`config.mk`:
```
export PLATFORM = sky130hd
export DESIGN_NAME = sorted_byte_list_engine_flat
export DESIGN_NICKNAME = d
export VERILOG_FILES = /design/src/sv/sbl_pkg.sv /design/src/sv/sbl_if.sv /design/src/sv/sbl_mem.sv /design/src/sv/sbl_seq.sv /design/src/sv/sorted_byte_list_engine.sv /design/src/flat_wrapper.sv
export SDC_FILE = /design/constraint.sdc
export NUM_CORES = 1
export LEC_CHECK = 0
export ABC_AREA = 1
export BUFFER_PORTS_ARGS = -buffer_cell sky130_fd_sc_hd__buf_2
export CORE_MARGIN = 1.5
export CORE_UTILIZATION = 65
export DETAILED_ROUTE_END_ITERATION = 16
export PLACE_DENSITY_LB_ADDON = 0.15
export SYNTH_ARGS = -nofsm -noshare
export SYNTH_HDL_FRONTEND = slang
export SYNTH_SLANG_ARGS = --single-unit
export TNS_END_PERCENT = 50
```
`constraint.sdc`:
```
create_clock -name clk -period 9.9 [get_ports clk]
set_input_delay 1.98 -clock clk [delete_from_list [all_inputs] [get_ports clk]]
set_output_delay 1.98 -clock clk [all_outputs]
set_load 0.01 [all_outputs]
```
`src/sv/sbl_pkg.sv`:
```
`default_nettype none

package sbl_pkg;

  localparam int DATA_W   = 8;
  localparam int ACTION_W = 3;
  localparam int STATUS_W = 2;
  localparam int COUNT_W  = 6;

  localparam logic [ACTION_W-1:0] ACT_PUSH_FRONT = 3'd0;
  localparam logic [ACTION_W-1:0] ACT_PUSH_BACK  = 3'd1;
  localparam logic [ACTION_W-1:0] ACT_SORTED_INS = 3'd2;
  localparam logic [ACTION_W-1:0] ACT_POP_FRONT  = 3'd3;
  localparam logic [ACTION_W-1:0] ACT_POP_BACK   = 3'd4;
  localparam logic [ACTION_W-1:0] ACT_REMOVE     = 3'd5;
  localparam logic [ACTION_W-1:0] ACT_READ_ALL   = 3'd6;

  localparam logic [STATUS_W-1:0] ST_OK       = 2'd0;
  localparam logic [STATUS_W-1:0] ST_FULL     = 2'd1;
  localparam logic [STATUS_W-1:0] ST_EMPTY    = 2'd2;
  localparam logic [STATUS_W-1:0] ST_NOTFOUND = 2'd3;

  typedef logic signed [DATA_W-1:0] data_t;

endpackage

`default_nettype wire

```
`src/sv/sbl_if.sv`:
```
`default_nettype none

interface sbl_in_if;
  logic                                valid;
  logic                                ready;
  logic [sbl_pkg::ACTION_W-1:0]        action;
  logic signed [sbl_pkg::DATA_W-1:0]   value;

  modport source (output valid, action, value, input ready);
  modport sink   (input valid, action, value, output ready);
endinterface

interface sbl_out_if;
  logic                                valid;
  logic                                ready;
  logic signed [sbl_pkg::DATA_W-1:0]   item;
  logic [sbl_pkg::STATUS_W-1:0]        status;
  logic [sbl_pkg::COUNT_W-1:0]         count;
  logic                                last;

  modport source (output valid, item, status, count, last, input ready);
  modport sink   (input valid, item, status, count, last, output ready);
endinterface

`default_nettype wire

```
`src/sv/sbl_mem.sv`:
```
`default_nettype none

// Entry store: one write port, one read port with registered data.
module sbl_mem #(
  parameter int DEPTH = 32,
  parameter int AW    = 5
) (
  input  wire logic            clk,
  input  wire logic            we,
  input  wire logic [AW-1:0]   waddr,
  input  wire sbl_pkg::data_t  wdata,
  input  wire logic [AW-1:0]   raddr,
  output sbl_pkg::data_t       rdata
);

  sbl_pkg::data_t ram_r [DEPTH];
  sbl_pkg::data_t rdata_r;

  always_ff @(posedge clk) begin
    if (we) begin
      ram_r[waddr] <= wdata;
    end
    rdata_r <= ram_r[raddr];
  end

  assign rdata = rdata_r;

endmodule

`default_nettype wire

```
`src/sv/sbl_seq.sv`:
```
`default_nettype none

// Sequencer: walks the entry store one entry per cycle with a single compare
// unit, holding while the result register stalls, and drives that register.
module sbl_seq #(
  parameter int CAPACITY = 32,
  localparam int AW = $clog2(CAPACITY),
  localparam int OW = $clog2(CAPACITY + 1)
) (
  input  wire logic           clk,
  input  wire logic           rst_n,
  sbl_in_if.sink              in_if,
  sbl_out_if.source           out_if,
  output logic                mem_we,
  output logic [AW-1:0]       mem_waddr,
  output sbl_pkg::data_t      mem_wdata,
  output logic [AW-1:0]       mem_raddr,
  input  wire sbl_pkg::data_t mem_rdata
);

  typedef enum logic [6:0] {
    S_IDLE = 7'b0000001,
    S_SCAN = 7'b0000010,
    S_UP   = 7'b0000100,
    S_PUT  = 7'b0001000,
    S_DN   = 7'b0010000,
    S_READ = 7'b0100000,
    S_DONE = 7'b1000000
  } state_t;

  state_t                        state_r, state_nxt;
  logic [sbl_pkg::ACTION_W-1:0]  act_r, act_nxt;
  sbl_pkg::data_t                val_r, val_nxt;
  logic [OW-1:0]                 occ_r, occ_nxt;
  logic [OW-1:0]                 idx_r, idx_nxt;
  logic [OW-1:0]                 pos_r, pos_nxt;
  logic [sbl_pkg::STATUS_W-1:0]  st_r, st_nxt;

  logic                          out_valid_r, out_valid_nxt;
  sbl_pkg::data_t                out_item_r, out_item_nxt;
  logic [sbl_pkg::STATUS_W-1:0]  out_status_r, out_status_nxt;
  logic [sbl_pkg::COUNT_W-1:0]   out_count_r, out_count_nxt;
  logic                          out_last_r, out_last_nxt;

  logic [OW-1:0]                 idx_plus, idx_minus, occ_plus, occ_minus;
  logic                          is_full, is_empty, out_free, hit, at_end;
  logic [OW+sbl_pkg::COUNT_W-1:0] occ_ext;

  assign idx_plus  = idx_r + 1'b1;
  assign idx_minus = idx_r - 1'b1;
  assign occ_plus  = occ_r + 1'b1;
  assign occ_minus = occ_r - 1'b1;
  assign is_full   = (occ_r >= OW'(CAPACITY));
  assign is_empty  = (occ_r == '0);
  assign out_free  = !out_valid_r || out_if.ready;
  assign at_end    = (idx_plus == occ_r);
  assign occ_ext   = {{sbl_pkg::COUNT_W{1'b0}}, occ_r};

  // Shared compare: strictly larger for sorted insert, equal for removal.
  assign hit = (act_r == sbl_pkg::ACT_SORTED_INS) ? (mem_rdata > val_r)
                                                  : (mem_rdata == val_r);

  assign in_if.ready   = (state_r == S_IDLE);
  assign out_if.valid  = out_valid_r;
  assign out_if.item   = out_item_r;
  assign out_if.status = out_status_r;
  assign out_if.count  = out_count_r;
  assign out_if.last   = out_last_r;

  always_comb begin
    state_nxt      = state_r;
    act_nxt        = act_r;
    val_nxt        = val_r;
    occ_nxt        = occ_r;
    idx_nxt        = idx_r;
    pos_nxt        = pos_r;
    st_nxt         = st_r;
    mem_we         = 1'b0;
    mem_waddr      = pos_r[AW-1:0];
    mem_wdata      = val_r;
    mem_raddr      = idx_r[AW-1:0];
    out_valid_nxt  = out_valid_r && !out_if.ready;
    out_item_nxt   = out_item_r;
    out_status_nxt = out_status_r;
    out_count_nxt  = out_count_r;
    out_last_nxt   = out_last_r;

    unique case (state_r)
      S_IDLE: begin
        if (in_if.valid) begin
          act_nxt   = in_if.action;
          val_nxt   = in_if.value;
          st_nxt    = sbl_pkg::ST_OK;
          idx_nxt   = '0;
          pos_nxt   = '0;
          mem_raddr = '0;
          state_nxt = S_DONE;
          unique case (in_if.action)
            sbl_pkg::ACT_PUSH_FRONT: begin
              if (is_full) begin
                st_nxt = sbl_pkg::ST_FULL;
              end else if (is_empty) begin
                state_nxt = S_PUT;
              end else begin
                mem_raddr = occ_minus[AW-1:0];
                idx_nxt   = occ_minus;
                state_nxt = S_UP;
              end
            end
            sbl_pkg::ACT_PUSH_BACK: begin
              if (is_full) begin
                st_nxt = sbl_pkg::ST_FULL;
              end else begin
                mem_we    = 1'b1;
                mem_waddr = occ_r[AW-1:0];
                mem_wdata = in_if.value;
                occ_nxt   = occ_plus;
              end
            end
            sbl_pkg::ACT_SORTED_INS: begin
              if (is_full) begin
                st_nxt = sbl_pkg::ST_FULL;
              end else if (is_empty) begin
                state_nxt = S_PUT;
              end else begin
                state_nxt = S_SCAN;
              end
            end
            sbl_pkg::ACT_POP_FRONT: begin
              if (is_empty) begin
                st_nxt = sbl_pkg::ST_EMPTY;
              end else if (occ_r == OW'(1)) begin
                occ_nxt = occ_minus;
              end else begin
                mem_raddr = AW'(1);
                idx_nxt   = OW'(1);
                state_nxt = S_DN;
              end
            end
            sbl_pkg::ACT_POP_BACK: begin
              if (is_empty) begin
                st_nxt = sbl_pkg::ST_EMPTY;
              end else begin
                occ_nxt = occ_minus;
              end
            end
            sbl_pkg::ACT_REMOVE: begin
              if (is_empty) begin
                st_nxt = sbl_pkg::ST_EMPTY;
              end else begin
                state_nxt = S_SCAN;
              end
            end
            sbl_pkg::ACT_READ_ALL: begin
              if (is_empty) begin
                st_nxt = sbl_pkg::ST_EMPTY;
              end else begin
                state_nxt = S_READ;
              end
            end
            default: begin
              st_nxt = sbl_pkg::ST_OK;
            end
          endcase
        end
      end

      S_SCAN: begin
        if (hit) begin
          pos_nxt = idx_r;
          if (act_r == sbl_pkg::ACT_SORTED_INS) begin
            mem_raddr = occ_minus[AW-1:0];
            idx_nxt   = occ_minus;
            state_nxt = S_UP;
          end else if (at_end) begin
            occ_nxt   = occ_minus;
            state_nxt = S_DONE;
          end else begin
            mem_raddr = idx_plus[AW-1:0];
            idx_nxt   = idx_plus;
            state_nxt = S_DN;
          end
        end else if (at_end) begin
          if (act_r == sbl_pkg::ACT_SORTED_INS) begin
            pos_nxt   = occ_r;
            state_nxt = S_PUT;
          end else begin
            st_nxt    = sbl_pkg::ST_NOTFOUND;
            state_nxt = S_DONE;
          end
        end else begin
          mem_raddr = idx_plus[AW-1:0];
          idx_nxt   = idx_plus;
        end
      end

      S_UP: begin
        // Move entry idx up by one while fetching the one below it.
        mem_we    = 1'b1;
        mem_waddr = idx_plus[AW-1:0];
        mem_wdata = mem_rdata;
        if (idx_r == pos_r) begin
          state_nxt = S_PUT;
        end else begin
          mem_raddr = idx_minus[AW-1:0];
          idx_nxt   = idx_minus;
        end
      end

      S_PUT: begin
        mem_we    = 1'b1;
        occ_nxt   = occ_plus;
        state_nxt = S_DONE;
      end

      S_DN: begin
        // Move entry idx down by one while fetching the next one.
        mem_we    = 1'b1;
        mem_waddr = idx_minus[AW-1:0];
        mem_wdata = mem_rdata;
        if (at_end) begin
          occ_nxt   = occ_minus;
          state_nxt = S_DONE;
        end else begin
          mem_raddr = idx_plus[AW-1:0];
          idx_nxt   = idx_plus;
        end
      end

      S_READ: begin
        // On a stall the default read address re-fetches the same entry.
        if (out_free) begin
          out_valid_nxt  = 1'b1;
          out_item_nxt   = mem_rdata;
          out_status_nxt = sbl_pkg::ST_OK;
          out_count_nxt  = occ_ext[sbl_pkg::COUNT_W-1:0];
          out_last_nxt   = at_end;
          if (at_end) begin
            state_nxt = S_IDLE;
          end else begin
            mem_raddr = idx_plus[AW-1:0];
            idx_nxt   = idx_plus;
          end
        end
      end

      S_DONE: begin
        if (out_free) begin
          out_valid_nxt  = 1'b1;
          out_item_nxt   = '0;
          out_status_nxt = st_r;
          out_count_nxt  = occ_ext[sbl_pkg::COUNT_W-1:0];
          out_last_nxt   = 1'b1;
          state_nxt      = S_IDLE;
        end
      end

      default: begin
        state_nxt = S_IDLE;
      end
    endcase
  end

  always_ff @(posedge clk) begin
    if (!rst_n) begin
      state_r     <= S_IDLE;
      occ_r       <= '0;
      out_valid_r <= 1'b0;
    end else begin
      state_r     <= state_nxt;
      occ_r       <= occ_nxt;
      out_valid_r <= out_valid_nxt;
    end
  end

  always_ff @(posedge clk) begin
    act_r        <= act_nxt;
    val_r        <= val_nxt;
    idx_r        <= idx_nxt;
    pos_r        <= pos_nxt;
    st_r         <= st_nxt;
    out_item_r   <= out_item_nxt;
    out_status_r <= out_status_nxt;
    out_count_r  <= out_count_nxt;
    out_last_r   <= out_last_nxt;
  end

endmodule

`default_nettype wire

```
`src/sv/sorted_byte_list_engine.sv`:
```
`default_nettype none

// Bounded ordered list of signed bytes, up to CAPACITY entries, held front
// to back in a single-port-write, single-port-read entry store. Each transfer
// on in_if names one action: push front, push back, sorted insert (before
// the first strictly larger entry), pop front, pop back, remove the
// frontmost equal entry, or read all. Every action but read all returns one
// transfer on out_if with a status and the new count; read all returns every
// entry front to back with last on the final one, or one transfer with
// status empty when the list holds nothing. in_if.ready is high only while
// the sequencer is idle, and the next item may be taken while the final
// result still sits in the output register. With n entries held: push
// back and pop back act at accept, and rejected actions change
// nothing; pop front shifts n - 1 entries down; push front shifts n
// entries up, then writes; sorted insert before the entry at position p
// scans p + 1 entries, shifts n - p entries up, then writes, or scans all
// n and writes when it lands at the back; remove scans for the value and,
// when found, shifts the entries behind it down; read all returns each
// entry in turn. The entry store moves or compares one entry per cycle
// through its one read and one write port; read all holds while out_if
// stalls. Entries are not cleared at reset; only occupied entries are ever
// read.
module sorted_byte_list_engine #(
  parameter int CAPACITY = 32
) (
  input  wire logic  clk,
  input  wire logic  rst_n,
  sbl_in_if.sink     in_if,
  sbl_out_if.source  out_if
);

  localparam int AW = $clog2(CAPACITY);

  logic            mem_we;
  logic [AW-1:0]   mem_waddr;
  sbl_pkg::data_t  mem_wdata;
  logic [AW-1:0]   mem_raddr;
  sbl_pkg::data_t  mem_rdata;

  // Sequencer, compare unit and result register.
  sbl_seq #(
    .CAPACITY (CAPACITY)
  ) u_seq (
    .clk       (clk),
    .rst_n     (rst_n),
    .in_if     (in_if),
    .out_if    (out_if),
    .mem_we    (mem_we),
    .mem_waddr (mem_waddr),
    .mem_wdata (mem_wdata),
    .mem_raddr (mem_raddr),
    .mem_rdata (mem_rdata)
  );

  // Entry store.
  sbl_mem #(
    .DEPTH (CAPACITY),
    .AW    (AW)
  ) u_mem (
    .clk   (clk),
    .we    (mem_we),
    .waddr (mem_waddr),
    .wdata (mem_wdata),
    .raddr (mem_raddr),
    .rdata (mem_rdata)
  );

endmodule

`default_nettype wire
```
`src/flat_wrapper.sv`:
```
// flat-port wrapper written by rule: the top's interface ports become plain ports
module sorted_byte_list_engine_flat 
#(
  parameter int CAPACITY = 32
)
  (clk, rst_n, in_if_valid, in_if_action, in_if_value, in_if_ready, out_if_valid, out_if_item, out_if_status, out_if_count, out_if_last, out_if_ready);
  sbl_in_if in_if_i ();
  sbl_out_if out_if_i ();
  input  wire logic clk;
  input  wire logic rst_n;
  input wire logic [$bits(in_if_i.valid)-1:0] in_if_valid;
  input wire logic [$bits(in_if_i.action)-1:0] in_if_action;
  input wire logic [$bits(in_if_i.value)-1:0] in_if_value;
  output wire logic [$bits(in_if_i.ready)-1:0] in_if_ready;
  output wire logic [$bits(out_if_i.valid)-1:0] out_if_valid;
  output wire logic [$bits(out_if_i.item)-1:0] out_if_item;
  output wire logic [$bits(out_if_i.status)-1:0] out_if_status;
  output wire logic [$bits(out_if_i.count)-1:0] out_if_count;
  output wire logic [$bits(out_if_i.last)-1:0] out_if_last;
  input wire logic [$bits(out_if_i.ready)-1:0] out_if_ready;
  assign in_if_i.valid = in_if_valid;
  assign in_if_i.action = in_if_action;
  assign in_if_i.value = in_if_value;
  assign in_if_ready = in_if_i.ready;
  assign out_if_valid = out_if_i.valid;
  assign out_if_item = out_if_i.item;
  assign out_if_status = out_if_i.status;
  assign out_if_count = out_if_i.count;
  assign out_if_last = out_if_i.last;
  assign out_if_i.ready = out_if_ready;
  sorted_byte_list_engine #(.CAPACITY(CAPACITY)) u_core (.clk(clk), .rst_n(rst_n), .in_if(in_if_i), .out_if(out_if_i));
endmodule
```
==> results.md, run 1 <==
* Total core area at between 20000 and 25000 µm²
* Synth Area in Compound Gates at 0.04548
* Area Overhead vs Synth at 8.578%
* Min-Delay Path Depth at 2
* Top FF cell, synth: edfxtp_1
* Seq/Total Area, Yosys at 0.5905
* Final period util at 0.5144
* Reg-to-Reg End: u_core.u_mem.rdata[3]
* R2R cell count at 21
* CP max stage cell: nor2_1
* CP Cell Sequence: buf_2 > inv_1 > nor2_1 > inv_1 > nor2_1 > inv_1 > nor3_2 > inv_1 > nand2_1 > nand2_1 > a221oi_1 > nand2_1 > nor2_1
* Leading post-synthesis cells by cell area: edfxtp_1, nand3_1, nand2_1, inv_1, nand3b_1
* CP Capture Type: register
* WHS at between 0.5 and 0.6 ns
* Slowest cell delay on critical path at between 0.8 and 0.9 ns
* Worst-path clk slew at 0.06 ns
* Buffers added on ports at 33
* Hold endpoint: u_core.u_seq.state_r[5]
* Final setup violation count at 0
* Post-DP HPWL at 26.79 mm
* Status: finished, final reports clean
* Max-slew violation count at 0
* N_diodes at 0
* Hold Startpoint: u_core.u_seq.state_r[5]
* DRC viols at 0
* Critical Path Most Common Cell: inv_1
* Nets@finish at roughly 1700
* Rel. slew slack at 0.2951
* Vias in the first global route at ~12000
* Slew @ Worst Pin at 1.057 ns
* Die Y at approximately 160 µm
* ANT nets after route at 0
* Post-Syn Instances at 1650
* Startpoint types: primary input
* Routability cong. at slightly above 1
* Hold Path Class: register to register
* Synth Area in Simple Gates at 0.2489
* Post-synthesis adder-cell area fraction at 0.01023
* Worst R2R Setup Slack at 4.96 ns
* CP delay by family, top: simple AND/OR/NAND/NOR gates
* Ys Warns at 0
* Clk root buf: clkbuf_16
* Initial antenna violation count at 0
* TritonCTS clock tree: done
* Post-synth EDFFs at between 200 and 300
* 1st-pass router iterations at 8
* Num Clock Sinks at 320
* Area of the multi-input gates at between 5000 and 6000 µm²
* DIE AREA at roughly 25000 µm²
* Avg Synthesized Cell Area at a little under 10 µm²
* Via count at between 10000 and 15000
* Initial cell density of the core at 0.6577
* Die width at between 150 and 200 µm
* Fill count at 1819
* WL final at around 42 mm
* Largest net degree at the start of global routing at between 90 and 100
* Req. time, crit path at ~10 ns
* Final Hold Fails at 0
* Top-area cell type share of the netlist area at 0.5628
* Worst-skew pair later-pin latency at 0.52 ns
* Crit Path Category: primary input to register
* Layout cells sized above 1 at 0.08843
* Most frequent cells in the layout: nand3_1, nand2_1, edfxtp_1
* Tot GR Track Use at 0.3293
* Fmax at 196.4 MHz
* Htree depth at 2
* Total negative slack at 0 ns
* Post-Syn Nets at 1678
* Total congestion overflow at 0
* Worst path bufs/invs at 5
* Area leader, netlist: edfxtp_1
* Maxcap violations at 0
* Global-route wire length before repair at between 60 and 70 mm
* Mux share of post-synthesis cell area at 0
* RSZ-0062 raised after global routing: false
* R2r startpoint: u_core.u_seq.idx_r[0]
* CP startpoint: in_if_action[0]
* #FFs+latches synth at 320
* Register cell area after layout at between 9000 and 10000 µm²
* Post-CTS setup buffer count at 0
* Crit path arrival time at ~5.2 ns
* Synth unique cells at 49
* Critical-path maximum fanout at 8
* DRT iter0 DRCs at between 1500 and 2000
* Rows at 57
* Largest family of logic cells by synthesized area: simple AND/OR/NAND/NOR gates
* Clock skew at ~0.018 ns
* Ys async rst share at 0
* Wire length per cell at 20.80 µm
* Routed vias/inst at roughly 6
* PostCTS Resize Cnt at 0
* Commonest non-fill, non-tap cell in the layout: nand3_1
* Hold buffers post-CTS at 0
* Period minus WS final at between 5 and 6 ns
* Clock buffer depth at 3
* Post-synthesis xor/xnor area fraction at 0.009364
* # IOs at 34
* TritonCTS Buffers at 35
* Netlist Area Pre-Place at approximately 16000 µm²
## worst max path at each step
stage / endpoint / slack [ns] / cells past startpoint
floorplan: u_core.u_mem.ram_r[0][0] / 5.48 / 8
global placement: u_core.u_mem.rdata[4] / 4.55 / 21
detailed placement: u_core.u_mem.ram_r[0][7] / 4.38 / 13
CTS: u_core.u_mem.ram_r[0][5] / 4.93 / 13
global route: u_core.u_mem.ram_r[0][5] / 4.57 / 13
finish: u_core.u_mem.ram_r[0][5] / 4.81 / 13
## cell usage after synthesis, types with 2 or more instances
master / count
o2111ai_1: 3
ha_1: 13
o21ai_2: 2
nand2_1: 306
dfxtp_1: 22
o21a_1: 3
a22oi_1: 3
clkbuf_1: 10
o22ai_1: 16
xnor2_1: 4
nor3_2: 2
nor2_2: 5
nor2_4: 4
o21ai_1: 2
o22a_1: 2
buf_6: 10
inv_1: 260
nor3_1: 8
a31oi_1: 2
nand3_2: 2
buf_4: 14
inv_2: 20
nand2_2: 4
nor4_1: 3
a21oi_1: 20
nor2_1: 96
nand3b_1: 80
edfxtp_1: 298
a221oi_1: 3
nand3_1: 309
xor2_1: 13
buf_1: 5
a211oi_1: 7
nand4_1: 10
o21ai_0: 29
buf_2: 38
o211ai_1: 5
nand2_4: 2
a221o_1: 5
## per-stage QoR
step | cell area (µm²) | util | std cells | setup slack [ns]
3_5_place_dp | 16160 | 0.6683 | 1946 | 4.383
4_1_cts | 17260 | 0.7141 | 2009 | 4.934
3_3_place_gp | 16160 | 0.6683 | 1946 | 4.546
2_1_floorplan | 15900 | - | 1650 | 5.475
6_report | 17260 | 0.7141 | 2009 | 4.808
5_1_grt | 17260 | 0.7141 | 2009 | 4.570
## cell type report
type | count | area share
flip-flops and latches | 320 | 0.5438
clock inverters | 18 | 0.007610
well taps | 324 | 0.02348
repair buffers | 49 | 0.01652
multi-input cells | 972 | 0.2910
clock buffers | 45 | 0.05646
inverters | 281 | 0.06110
## state kept, by name, summed over array words and instances (netlist names)
name / cells
u_core.u_mem.ram_r: 256
u_core.u_mem.rdata: 8
u_core.u_seq.act_r: 3
u_core.u_seq.idx_r: 6
u_core.u_seq.occ_r: 6
u_core.u_seq.out_if.count: 6
u_core.u_seq.out_if.item: 8
u_core.u_seq.out_if.last: 1
u_core.u_seq.out_if.status: 2
u_core.u_seq.out_if.valid: 1
u_core.u_seq.pos_r: 6
u_core.u_seq.st_r: 2
u_core.u_seq.state_r: 7
u_core.u_seq.val_r: 8
## worst register-to-register path: stages (launching register included)
cell      delay (ns)
edfxtp_1        0.69
inv_2           0.26
ha_1            0.41
xnor2_1         0.17
nand2_1         0.07
nor2_1          0.11
nand2_1         0.09
nor2_4          0.13
nand3_1         0.15
nand2_1         0.13
nand2_1         0.05
nand2_1         0.13
nand2_4         0.33
nand2_4         0.46
buf_4           0.84
nand2_1         0.14
nand3_1         0.16
nand3_1         0.13
nand3_1         0.12
nand2_1         0.08
nand2_1         0.12
nand2_1         0.08
## cells by family after synthesis
logic type                 after synthesis
xor gates and xnor gates                17
buffers and inverters                  358
adders and majority gates               13
AOI/OAI and AO/OA                      110
DFF                                    320
and+or+nand+nor                        832
## routing by layer
layer,vias to the layer above,track usage,part of all wire
li1,5593,-,-
met1,5720,0.4539,0.39
met2,775,0.5329,0.48
met3,135,0.04975,0.095
met4,0,0.1274,0.038
met5,-,0,0
Power of run 1 is not shown: default switching activity piles up to over one toggle a cycle in this logic, so the estimate is an artifact.
==> inputs of run 2 (changes only) <==
--- a/config.mk
+++ b/config.mk
@@ -8,7 +8,7 @@
 export ABC_AREA = 1
 export BUFFER_PORTS_ARGS = -buffer_cell sky130_fd_sc_hd__buf_2
 export CORE_MARGIN = 1.5
-export CORE_UTILIZATION = 65
+export CORE_UTILIZATION = 63
 export DETAILED_ROUTE_END_ITERATION = 16
 export PLACE_DENSITY_LB_ADDON = 0.15
 export SYNTH_ARGS = -nofsm -noshare
==> constraint.sdc (replaced) <==
create_clock -name clk -period 5.3 [get_ports clk]
set_input_delay 1.06 -clock clk [delete_from_list [all_inputs] [get_ports clk]]
set_output_delay 1.06 -clock clk [all_outputs]
set_load 0.01 [all_outputs]
==> run 2 against run 1 <==
Critical path depth grew 9. Critical endpoint is now u_core.u_mem.rdata[6]. Cell count grew 0.20%. Register-to-register slack lost 4.0 ns. Sequential share of layout area shrank 0.19 points. Largest cell class unchanged. Core utilization shrank 0.79 points.
==> results.md, run 2 (synthesized netlist as in run 1, its figures left out) <==
* Final non-filler cell total at 2013 (+0.20%)
* Routability cong. at 1.006 (-1.7%)
* WL final at 41.54 mm (-0.61%)
* CP delay by family, top: simple AND/OR/NAND/NOR gates
* Post-CTS setup buffer count at 0 (unchanged)
* Commonest non-fill, non-tap cell in the layout: nand3_1
* TritonCTS Buffers at 34 (-2.9%)
* Most frequent cells in the layout: nand3_1, nand2_1, edfxtp_1
* Worst R2R Setup Slack at 0.93 ns (-4.03 ns)
* Nets@finish at 1692 (+0.30%)
* Initial antenna violation count at 0 (unchanged)
* 1st-pass router iterations at 6 (-2)
* Die Y at 161.9 µm (+1.5%)
* Req. time, crit path at 5.76 ns (-4.28 ns)
* # IOs at 34 (unchanged)
* Die width at 161.9 µm (+1.5%)
* Largest register FFs at 256 (unchanged)
* Fill count at 1835 (+0.88%)
* Post-DP HPWL at 26.92 mm (+0.50%)
* Setup slack after layout at 0.9299 ns (-3.878 ns)
* Met3 Use GR at 0.06103 (+0.01128)
* GR peak layer: met2
* Critical-path maximum fanout at 47 (+39)
* Hold buffers post-CTS at 0 (unchanged)
* Final Hold Fails at 0 (unchanged)
* Total negative slack at 0 ns (unchanged)
* Startpoint types: register
* Clock skew at 0.01879 ns (+0.0004743 ns)
* Crit Path Category: register to register
* Period minus WS final at roughly 4.4 ns
* ANT nets after route at 0 (unchanged)
* Layout cells sized above 1 at 0.09177 (+0.003343)
* Area Overhead vs Synth at 8.955%
* DP Cell Count at 1952 (+0.31%)
* M1 GR Usage at 0.4640 (+0.01017)
* TritonCTS clock tree: done
* Fmax at between 200 and 250 MHz
* Tot GR Track Use at 0.3208 (-0.008449)
* DRC viols at 0 (unchanged)
* Rows at 57 (unchanged)
* Vias in the first global route at 11380 (-2.3%)
* Buffers added on ports at 33 (unchanged)
* GRT met2 Usage at 0.4912 (-0.04173)
* Final period util at 0.8246
* Global-route wire length before repair at 63.50 mm (-1.4%)
* Hold Path Class: register to register
* Num Clock Sinks at 320 (unchanged)
* Rel. slew slack at 0.4104 (+0.1153)
* Routed vias/inst at 6.011 (-1.2%)
* Via count at 12100 (-1.0%)
* Dpl ws at 0.8218 ns (-3.562 ns)
* Worst-path clk slew at 0.06 ns (about the same)
* RSZ-0062 raised after global routing: false
* Maxcap violations at 0 (unchanged)
* CP Cell Sequence: inv_2 > ha_1 > xnor2_1 > nand2_1 > nor2_1 > nand2_1 > nor2_4 > nand2_4 > nand2_1 > nand2_1 > nand2_1 > nand2_1 > nand2_4 > nand2_4 > buf_4 > nand2_1 > nand3_1 > nand3_1 > nand3_1 > nand2_1 > nand2_1 > nand2_1
* Total congestion overflow at 0 (unchanged)
* DRT iter0 DRCs at 1857 (+19%)
* Total core area at 24530 µm² (+1.5%)
* Max-slew violation count at 0 (unchanged)
* Final setup violation count at 0 (unchanged)
* Initial cell density of the core at 0.6481 (-0.009559)
* Worst-skew pair later-pin latency at 0.52 ns (about the same)
* N_diodes at 0 (unchanged)
* CP max stage cell: edfxtp_1
* Largest net degree at the start of global routing at 65 (-33%)
* Worst path bufs/invs at 2 (-3)
* Clock buffer depth at 3 (unchanged)
* DIE AREA at 26200 µm² (+3.1%)
* Status: finished, final reports clean
* Wire length per cell at 20.63 µm (-0.80%)
* Crit path arrival time at 4.83 ns (-0.40 ns)
* PostCTS Resize Cnt at 0 (unchanged)
* Critical Path Most Common Cell: nand2_1
* Slew @ Worst Pin at 0.8844 ns (-0.1729 ns)
* Clk root buf: clkbuf_16
* Slowest cell delay on critical path at 0.64 ns (-0.21 ns)
* Most flops, register: u_core.u_mem.ram_r
* Htree depth at 2 (unchanged)
* CP Capture Type: register
[run 2: cell types whose count changed in the layout (fill, tap and decap cells not counted), sizes merged]
| cell | delta |
|---|---|
| buf | +6 |
| bufinv | +3 |
| clkbuf | -4 |
| clkinv | -3 |
| clkinvlp | +3 |
| inv | -1 |
[run 2: metrics by stage]
step / hold slack [ns] / area, µm² / util
after floorplan: 0.4029 / 15900 / -
after global placement: 0.4836 / 16220 / 0.6610
after detailed placement: 0.4964 / 16220 / 0.6610
after CTS: 0.5036 / 17320 / 0.7061
after global routing: 0.5379 / 17320 / 0.7061
final: 0.5035 / 17320 / 0.7061
[run 2: tightest hold or removal path, stage by stage (launching register included)]
cell	delay, ns
dfxtp_1	0.33
inv_2	0.07
a21oi_1	0.06
[run 2: per-layer routing]
layer	part of all wire	vias to the layer above
met4	0.035	0
met3	0.11	119
li1	-	5610
met1	0.41	5663
met5	0	-
met2	0.45	709
[run 2: worst paths after layout]
check | to | cells past startpoint | from
hold / removal | u_core.u_seq.state_r[5] | 2 | u_core.u_seq.state_r[5]
setup / recovery | u_core.u_mem.rdata[6] | 22 | u_core.u_seq.idx_r[0]
setup reg to reg | u_core.u_mem.rdata[6] | 22 | u_core.u_seq.idx_r[0]
hold reg to reg | u_core.u_seq.state_r[5] | 2 | u_core.u_seq.state_r[5]
[run 2: layout make-up]
class	count	area, µm²	share of cell area
sequential	320	9389	0.5420
tap	324	405.4	0.02340
multi-input combinational	972	5024	0.2900
inverter	281	1055	0.06088
clock inverter	20	210.2	0.01213
timing repair buffer	55	342.8	0.01979
clock buffer	41	898.4	0.05186
Power of run 2 is left out for the same reason.
